===== src/sv/cfpa_pkg.sv =====
package cfpa_pkg;

  localparam int FracBitsDefault    = 16;
  localparam int MaxExponentDefault = 255;

  typedef enum logic [2:0] {
    OP_ADD  = 3'd0,
    OP_SUB  = 3'd1,
    OP_MUL  = 3'd2,
    OP_DIV  = 3'd3,
    OP_CONJ = 3'd4,
    OP_POW  = 3'd5
  } op_e;

  typedef enum logic [3:0] {
    ST_IDLE,
    ST_MUL1,
    ST_MUL2,
    ST_MUL3,
    ST_MUL4,
    ST_COMB,
    ST_DIVS,
    ST_DIVQ,
    ST_DIVF,
    ST_DONE
  } state_e;

  // controller to datapath
  typedef struct packed {
    logic load;
    logic mul_step;
    logic comb;
    logic div_start;
    logic div_step;
    logic div_next_part;
    logic pow_init;
    logic pow_next;
  } cmd_t;

  // datapath to controller
  typedef struct packed {
    logic div_done;
    logic div_zero;
    logic pow_last;
  } sts_t;

endpackage


===== src/sv/cfpa_ctrl.sv =====
module cfpa_ctrl
  import cfpa_pkg::*;
(
  input  logic       clk_i,
  input  logic       rst_ni,
  input  logic       start,
  input  logic [2:0] op_i,
  input  sts_t       sts_i,
  output cmd_t       cmd_o,
  output logic       busy,
  output logic       done
);

  state_e state_q, state_d;
  logic   div_phase_q, div_phase_d;

  // next state
  always_comb begin
    state_d     = state_q;
    div_phase_d = div_phase_q;
    case (state_q)
      ST_IDLE: if (start) begin
        div_phase_d = 1'b0;
        case (op_i)
          OP_MUL, OP_DIV: state_d = ST_MUL1;
          OP_POW:         state_d = ST_COMB;
          default:        state_d = ST_DONE;
        endcase
      end
      ST_MUL1: state_d = ST_MUL2;
      ST_MUL2: state_d = (op_i == OP_DIV && !div_phase_q) ? ST_COMB : ST_MUL3;
      ST_MUL3: state_d = ST_MUL4;
      ST_MUL4: state_d = (op_i == OP_DIV) ? ST_DIVS : ST_COMB;
      ST_COMB: begin
        if (op_i == OP_DIV) begin
          state_d = sts_i.div_zero ? ST_DONE : ST_MUL1;
          div_phase_d = 1'b1;
        end else if (op_i == OP_POW) state_d = sts_i.pow_last ? ST_DONE : ST_MUL1;
        else state_d = ST_DONE;
      end
      ST_DIVS: state_d = ST_DIVQ;
      ST_DIVQ: if (sts_i.div_done) state_d = ST_DIVF;
      ST_DIVF: state_d = div_phase_q ? ST_DIVQ : ST_DONE;
      ST_DONE: state_d = ST_IDLE;
      default: state_d = ST_IDLE;
    endcase
    if (state_q == ST_DIVF) div_phase_d = 1'b0;
    if (state_q == ST_MUL4) div_phase_d = 1'b1;
  end

  // outputs; for power the first pass through combine only checks and steps the count
  always_comb begin
    cmd_o = '0;
    busy  = (state_q != ST_IDLE);
    done  = (state_q == ST_DONE);
    case (state_q)
      ST_IDLE: begin
        cmd_o.load     = start;
        cmd_o.pow_init = start;
      end
      ST_MUL1, ST_MUL2, ST_MUL3, ST_MUL4: cmd_o.mul_step = 1'b1;
      ST_COMB: begin
        cmd_o.comb     = (op_i != OP_POW) || div_phase_q;
        cmd_o.pow_next = (op_i == OP_POW) && !sts_i.pow_last;
      end
      ST_DIVS: cmd_o.div_start = 1'b1;
      ST_DIVQ: begin
        cmd_o.div_step = !sts_i.div_done;
      end
      ST_DIVF: cmd_o.div_next_part = 1'b1;
      default: ;
    endcase
  end

  always_ff @(posedge clk_i or negedge rst_ni) begin
    if (!rst_ni) begin
      state_q     <= ST_IDLE;
      div_phase_q <= 1'b0;
    end else begin
      state_q     <= state_d;
      div_phase_q <= div_phase_d;
    end
  end

  // a result strobe only ends a busy period
  assert property (@(posedge clk_i) disable iff (!rst_ni) done |-> busy)
    else $error("done outside busy");
  assert property (@(posedge clk_i) disable iff (!rst_ni) done |=> !busy)
    else $error("no return to idle after result");
  assert property (@(posedge clk_i) disable iff (!rst_ni) (start && !busy) |=> busy)
    else $error("item accepted without going busy");

endmodule


===== config.mk =====
export PLATFORM = sky130hd
export DESIGN_NAME = cfpa_ctrl
export DESIGN_NICKNAME = d
export VERILOG_FILES = /design/src/sv/cfpa_pkg.sv /design/src/sv/cfpa_ctrl.sv
export SDC_FILE = /design/constraint.sdc
export NUM_CORES = 1
export LEC_CHECK = 0
export BUFFER_PORTS_ARGS = -buffer_cell sky130_fd_sc_hd__buf_2
export CAP_MARGIN = 20
export CORE_AREA = 10 10 47 49
export CTS_CLUSTER_DIAMETER = 60
export DETAILED_ROUTE_END_ITERATION = 10
export DIE_AREA = 0 0 57 59
export HOLD_SLACK_MARGIN = 0.06
export PLACE_DENSITY = 0.67
export SKIP_CTS_REPAIR_TIMING = 1
export SLEW_MARGIN = 15
export SYNTH_ARGS = -nofsm -noshare
export SYNTH_HDL_FRONTEND = slang
export SYNTH_SLANG_ARGS = --single-unit
export TNS_END_PERCENT = 5

===== constraint.sdc =====
create_clock -name clk_i -period 1.4 [get_ports clk_i]
set_input_delay 0.07 -clock clk_i [delete_from_list [all_inputs] [get_ports clk_i]]
set_output_delay 0.07 -clock clk_i [all_outputs]
set_load 0.05 [all_outputs]

==> results.cfg, run 1 <==
[clocking]
numCtsBuffers = 3
clkTransAtPathRegs_ps = 50
h-tree-depth = 1
clock_latency_ps = 250
clock-sinks = 5
cts_buffer_depth = 2
root_buffer = clkbuf_4
cts_tree = yes

[timing]
rsz0062_at_grt = yes
finalCritPeriodShare = 1.07
slew_viol_final = 0
worstMarginPinSlew_ps = 424
min_period_ps = 1500
final-setup-viol-count = 11
worst_clock_skew_ps = 6.52
timing.fmax_ghz = 0.667
setup_ws_ps = -98.9
slew_headroom = 0.713
hold_viol = 0

[die]
fp-row-count = 14
die_area_sq_mm = 0.00336
io_pins = 19
die_y_um = 59
dieWidth_um = 57
coreArea_sq_mm = 0.00140
initial_utilization = 0.387

[power]
power.switching_mw = 1.02
power_mw = 1.99
clock_power_share = 0.087
seq_power_share = 0.156
p_leak_nw = 0.377
p_per_area_mw_per_mm2 = 2220
p_int_mw = 0.973
vdd_drop_max_mv = 0.964
pwr-share-comb = 0.758
switching_share = 0.512

[run_status]
run_status = finished, violations left
violations = setup timing

[placement]
gp_congestion = 0.845
placedCellCount = 112
detailed_place_hpwl_mm = 1.31
placed_area_sq_um = 759
dpl_worst_slack_ps = -38.6
portBuffers = 18

[routing]
drt_iter0_markers = 13
remaining_drc_errors = 0
num_vias = 651
drt_wl_total_mm = 1.81
drt.antenna.violating_nets = 0
first_pass_iters = 4
wl_per_cell_um = 15.5
via_per_inst = 5.56

[cells_and_area]
area_growth_pct = 65.8
layout.nets = 111
num_antenna_cells = 0
layout.cells.non_filler = 117
drive_gt1_frac = 0.505
num-fill-cells = 117
stdcell_area_sq_um = 898

[yosys]
yosys.area.top_type = dfrtp_1
netlist_top_cells_count = nor2_1, nand2_1, a21oi_1, dfrtp_1, o21ai_0
synth.ff_latch_count = 5
syn_inst = 72
yosys.area_share.simple = 0.434
synth_nets = 81
synth_cell_types = 31
synth_top_family_by_area = simple AND/OR/NAND/NOR gates
avgSynthCellArea_sq_um = 7.52
synth_edf_count = 0
synthArstFlopShare = 1.00
synth_flop_cell = dfrtp_1
yosysMostFrequentCell = nor2_1
synth-compound-area-share = 0.247
synth_xor_area_frac = 0
synth_fa_ha_area_frac = 0
synth_top_area_frac = 0.231
synth.area.mux_share = 0
synth.yosys.seq_area_share = 0.231
synthTopCellsByArea = dfrtp_1, nor2_1, nand3b_1
yosys_warnings = 0
syn_area_sq_um = 542

[grt]
overflow = 0
antenna_found_initial = 0
grt_usage = 0.103
grt_max_degree = 18
grt_pass1_vias = 639
grt_pass1_wl_mm = 2.83

[critical_path]
setup.worst_path.class = reg -> out
end_kind = primary output
cp-start-kind = flip-flop
cp.arrival_ps = 1430
cp.required_ps = 1330
crit_fanout = 3

[flow_run]
cap_violations = 0

[worst_hold_path]
hold_class = in -> async
==> metrics by stage <==
stage / TNS [ps] / hold slack [ps] / util
after floorplan: -696 / -226 / -
after global placement: -3.96 / -109 / 0.542
after detailed placement: -106 / -112 / 0.542
after CTS: -1880 / -383 / 0.561
after global routing: -1180 / 171 / 0.641
final: -522 / 169 / 0.641
==> metal layers <==
| metal | vias to the layer above | track usage | share of wire |
|---|---|---|---|
| li1 | 319 | - | - |
| met1 | 306 | 0.102 | 0.39 |
| met2 | 23 | 0.181 | 0.53 |
| met3 | 3 | 0.0322 | 0.061 |
| met4 | 0 | 0.0705 | 0.019 |
| met5 | - | 0 | 0 |
==> flip-flops by register name, indices dropped and copies added (netlist names) <==
name,count
state_q,4
div_phase_q,1
==> critical path, stage by stage (launching register included) <==
cell     delay [ps]
dfrtp_1         380
nor2b_2         140
nand2_1          90
or3_4           360
inv_2            80
buf_8           140
==> logic make-up after synthesis <==
group           after synthesis
compound gates               19
buf+inv                       8
flops                         5
simple gates                 40
==> final cells by class <==
type / count / area, sq um / share of cell area
clock buffer: 4 / 26.3 / 0.0292
inverter: 3 / 11.3 / 0.0125
multi-input combinational: 59 / 455 / 0.507
sequential: 5 / 128 / 0.142
tap: 16 / 20.0 / 0.0223
timing repair buffer: 30 / 258 / 0.287
==> layout by cell type (no fill, tap or decap), drive strengths merged, types with 3 or more instances in the layout <==
cell    count
a21oi       5
buf        29
clkbuf      4
dfrtp       5
inv         3
nand2       6
nand3b      4
nor2        9
nor3        3
o21ai       7
or3         3
==> worst paths after layout <==
check                           depth (start not counted)                     from                 endpoint  slack, ps
worst min register to register                          3  div_phase_q$_DFFE_PN0P_  div_phase_q$_DFFE_PN0P_        670
worst min-delay path                                    2                   rst_ni   state_q[0]$_DFFE_PN0P_        170
worst max register to register                          3   state_q[1]$_DFFE_PN0P_   state_q[0]$_DFFE_PN0P_        -50
max in group asynchronous                               2                   rst_ni   state_q[1]$_DFFE_PN0P_       1090
worst max-delay path                                    5   state_q[3]$_DFFE_PN0P_                 cmd_o[3]       -100
min in group clk_i                                      3                 sts_i[2]   state_q[2]$_DFFE_PN0P_        170
==> power by group through the flow <==
| stage | sequential (mW) | clock [mW] | combinational [mW] |
|---|---|---|---|
| after global placement | 0.283 | 0 | 1.32 |
| after CTS | 0.290 | 0.179 | 1.34 |
| final | 0.310 | 0.173 | 1.51 |
| after floorplan | 0.275 | 0 | 0.988 |
| after global routing | 0.317 | 0.187 | 1.60 |
| after detailed placement | 0.290 | 0 | 1.33 |
Power figures use the tool's default switching activity.
==> run 2, diff against run 1 <==
CELL_PAD_IN_SITES_DETAIL_PLACEMENT = 1   (was unset)
CELL_PAD_IN_SITES_GLOBAL_PLACEMENT = 1   (was unset)
CORE_AREA = unset   (was 10 10 47 49)
CORE_MARGIN = 10   (was unset)
CORE_UTILIZATION = 33   (was unset)
DIE_AREA = unset   (was 0 0 57 59)
PLACE_DENSITY = unset   (was 0.67)
PLACE_DENSITY_LB_ADDON = 0.1   (was unset)
==> run 2 against run 1 <==
Largest cell class unchanged. Cell count grew 8.5%. Setup slack lost 98 ps. Sequential share of layout area is 1.2 points lower. Core utilization increased by 0.097 points. Wire length increased by 29%. The run still ends with setup timing left.
==> results.cfg, run 2 (same netlist as run 1, synthesis figures left out) <==
[timing]
hold_viol = 0
min_period_ps = 1600
fin_tns_setup_ps = -1010
worstMarginPinSlew_ps = 459
rsz0062_at_grt = yes
hold_ws_ps = 164
final-setup-viol-count = 12
slew_viol_final = 0
slew_headroom = 0.690
timing.fmax_ghz = 0.626
setup_ws_ps = -197
finalCritPeriodShare = 1.14
worst_clock_skew_ps = 2.36

[power]
power.switching_mw = 1.14
pwr-share-comb = 0.780
p_int_mw = 1.13
switching_share = 0.502
power_mw = 2.27
clock_power_share = 0.079
seq_power_share = 0.140
p_leak_nw = 0.438
p_per_area_mw_per_mm2 = 2320
vdd_drop_max_mv = 1.33

[routing]
wl_per_cell_um = 18.4
via_per_inst = 5.62
remaining_drc_errors = 0
drt_wl_total_mm = 2.34
first_pass_iters = 4
drt.antenna.violating_nets = 0
num_vias = 714
drt_iter0_markers = 9

[die]
die_area_sq_mm = 0.00366
die_y_um = 60.5
initial_utilization = 0.356
fp-row-count = 14
dieWidth_um = 60.5
coreArea_sq_mm = 0.00152
io_pins = 19

[placement]
detailed_place_hpwl_mm = 1.56
gp_congestion = 0.806
placedCellCount = 116
portBuffers = 18
placed_area_sq_um = 790
dpl_worst_slack_ps = -105

[critical_path]
setup.worst_path.class = reg -> out
cp.required_ps = 1330
cp-start-kind = flip-flop
cp.arrival_ps = 1530
end_kind = primary output
crit_fanout = 6

[grt]
overflow = 0
grt_usage = 0.115
grt_max_degree = 18
grt_pass1_vias = 721
antenna_found_initial = 0
grt_pass1_wl_mm = 3.23

[clocking]
clkTransAtPathRegs_ps = 50
cts_tree = yes
cts_buffer_depth = 2
h-tree-depth = 1
clock_latency_ps = 250
root_buffer = clkbuf_4
numCtsBuffers = 3
clock-sinks = 5

[cells_and_area]
drive_gt1_frac = 0.541
layout.nets = 121
multi_input_area_sq_um = 464
final_common_cell = buf_4
seqCellArea_sq_um = 128
num_antenna_cells = 0
layout.cells.non_filler = 127
largest_reg_flops = 4
largest_register = state_q
area_growth_pct = 80.6
num-fill-cells = 191
final_util = 0.642
final_cell_mix = buf_4, buf_6, buf_2
top_regs = state_q (4), div_phase_q (1)
stdcell_area_sq_um = 978

[run_status]
run_status = finished, violations left
violations = setup timing

[flow_run]
cap_violations = 0

[worst_hold_path]
hold_class = in -> async
## run 2: power groups by stage
stage          logic (mW)  clock network (mW)  registers [mW]
6_report             1.77               0.180           0.319
5_1_grt              1.89               0.196           0.325
4_1_cts              1.42               0.182           0.305
3_5_place_dp         1.42                   0           0.306
3_3_place_gp         1.39                   0           0.308
2_1_floorplan       0.988                   0           0.275
## run 2: area by class of cell
| cell class | instances | area share |
|---|---|---|
| repair buffers | 40 | 0.336 |
| well taps | 16 | 0.0205 |
| flip-flops and latches | 5 | 0.130 |
| clock buffers | 4 | 0.0269 |
| inverters | 3 | 0.0115 |
| multi-input cells | 59 | 0.474 |
## run 2: final timing paths
kind / start / endpoint / slack (ps) / cells after the start
max: state_q[1]$_DFFE_PN0P_ / cmd_o[6] / -200 / 5
max reg2reg: state_q[1]$_DFFE_PN0P_ / state_q[0]$_DFFE_PN0P_ / -80 / 6
max in group asynchronous: rst_ni / state_q[1]$_DFFE_PN0P_ / 1090 / 2
min: rst_ni / state_q[3]$_DFFE_PN0P_ / 160 / 2
min reg2reg: div_phase_q$_DFFE_PN0P_ / div_phase_q$_DFFE_PN0P_ / 660 / 3
min in group clk_i: sts_i[2] / state_q[1]$_DFFE_PN0P_ / 220 / 4
## run 2: worst max-delay path: stages (launching register included)
cell and delay [ps]:
dfrtp_2 470, buf_4 170, nor2_2 140, nor2b_1 90
nor3_2 220, buf_6 190
## run 2: metal layers
metal	GRT usage	routed length [um]	vias up	share of wire
li1	-	-	340	-
met1	0.135	968	352	0.41
met2	0.188	1210	16	0.52
met3	0.0188	84	6	0.036
met4	0.0784	70	0	0.030
met5	0	0	-	0
==> run 3, diff against run 2 <==
MAX_ROUTING_LAYER = met4   (was unset)
==> run 3 against run 2 <==
The flow still finishes with violations (setup timing). Total power grew 0.60%. Cell count is the same. Critical path type unchanged. Core utilization is 0.49 points lower. Critical path depth is the same. Non-clock buffer count unchanged. Die area unchanged. Cell area shrank 0.77%. Global-route usage is 0.39 points higher. Wire length grew 8.2%. Register-to-register slack got worse by 30 ps. Clock skew decreased by 2.1 ps. Via count up 3.5%. Largest cell class unchanged.
==> results.cfg, run 3 (same netlist as run 1, synthesis figures left out) <==
[routing]
wl_per_cell_um = 19.9
via_per_inst = 5.82
drt_iter0_markers = 10
remaining_drc_errors = 0
drt.antenna.violating_nets = 0
num_vias = 739
first_pass_iters = 4
drt_wl_total_mm = 2.53

[flow_run]
cap_violations = 0

[critical_path]
cp.required_ps = 1330
cp.buffers_inverters = 2
slowest_delay_ps = 470
crit_family = flip-flops
slowest_stage = dfrtp_2
setup.worst_path.class = reg -> out
cp-start-kind = flip-flop
end_kind = primary output
r2r_slack_ps = -110
crit_fanout = 6
cp.arrival_ps = 1490
path_cells = buf_4, nor2_2, nor2b_1, nor3_2, buf_6

[timing]
setup_ws_ps = -160
finalCritPeriodShare = 1.11
hold_viol = 0
worst_clock_skew_ps = 0.272
final-setup-viol-count = 13
min_period_ps = 1560
slew_headroom = 0.683
rsz0062_at_grt = yes
slew_viol_final = 0
worstMarginPinSlew_ps = 468
timing.fmax_ghz = 0.641

[power]
power_mw = 2.28
p_leak_nw = 0.435
vdd_drop_max_mv = 1.19
p_per_area_mw_per_mm2 = 2350

[die]
die_area_sq_mm = 0.00366
fp-row-count = 14
io_pins = 19
coreArea_sq_mm = 0.00152
initial_utilization = 0.356
dieWidth_um = 60.5
die_y_um = 60.5

[clocking]
clock-sinks = 5
h-tree-depth = 1
root_buffer = clkbuf_4
clkTransAtPathRegs_ps = 50
cts_tree = yes
cts_buffer_depth = 2
clock_latency_ps = 250
numCtsBuffers = 3

[grt]
grt_pass1_vias = 725
overflow = 0
grt_pass1_wl_mm = 3.24
antenna_found_initial = 0
grt_max_degree = 18
grt_usage = 0.119

[cells_and_area]
stdcell_area_sq_um = 971
num_antenna_cells = 0
largest_register = state_q
final_common_cell = buf_4
largest_reg_flops = 4
final_util = 0.637
num-fill-cells = 189
drive_gt1_frac = 0.550
top_regs = state_q (4), div_phase_q (1)
layout.nets = 121
final_cell_mix = buf_4, buf_2, buf_6
area_growth_pct = 79.2

[placement]
gp_congestion = 0.818
detailed_place_hpwl_mm = 1.56
dpl_worst_slack_ps = -105
portBuffers = 18
placed_area_sq_um = 790

[run_status]
violations = setup timing
run_status = finished, violations left

[worst_hold_path]
hold_class = in -> async
==> run 3: cell types whose count changed in the layout (fill, tap and decap cells not counted) <==
| cell | change |
|---|---|
| buf_4 | +3 |
| o21ai_1 | -1 |
| o21ai_2 | +1 |
| buf_6 | -3 |
==> run 3: per-stage QoR <==
stage,cells,hold WS [ps],setup TNS [ps]
final,127,168,-1260
after CTS,120,-374,-2460
after detailed placement,116,-105,-275
after global routing,127,179,-2200
after floorplan,72,-226,-696
after global placement,116,-111,-250
==> run 3: worst paths after layout <==
kind | end | depth (start not counted) | from
setup / recovery | cmd_o[6] | 5 | state_q[1]$_DFFE_PN0P_
hold / removal | state_q[3]$_DFFE_PN0P_ | 2 | rst_ni
setup reg to reg | state_q[0]$_DFFE_PN0P_ | 6 | state_q[1]$_DFFE_PN0P_
hold reg to reg | div_phase_q$_DFFE_PN0P_ | 3 | div_phase_q$_DFFE_PN0P_
max in group asynchronous | state_q[1]$_DFFE_PN0P_ | 2 | rst_ni
min in group clk_i | div_phase_q$_DFFE_PN0P_ | 4 | start
==> run 3: power by group <==
group	leakage (nW)	internal [mW]	switching, mW
combinational	0.361	0.791	0.998
clock	0.0150	0.108	0.0680
sequential	0.0588	0.217	0.101
total	0.435	1.12	1.17
==> run 3: final cells by class <==
type / instances / area, sq um / share of cell area
multi-input cells: 59 / 468 / 0.482
repair buffers: 40 / 318 / 0.327
flip-flops and latches: 5 / 128 / 0.131
clock buffers: 4 / 26.3 / 0.0271
well taps: 16 / 20.0 / 0.0206
inverters: 3 / 11.3 / 0.0116
==> run 3: layer usage <==
layer,vias up,wire length [um],share of wire,track usage
met5,-,0,0,-
met4,0,129,0.051,0.0784
met3,12,137,0.054,0.0188
met2,36,1280,0.51,0.188
met1,348,983,0.39,0.136
li1,343,-,-,-
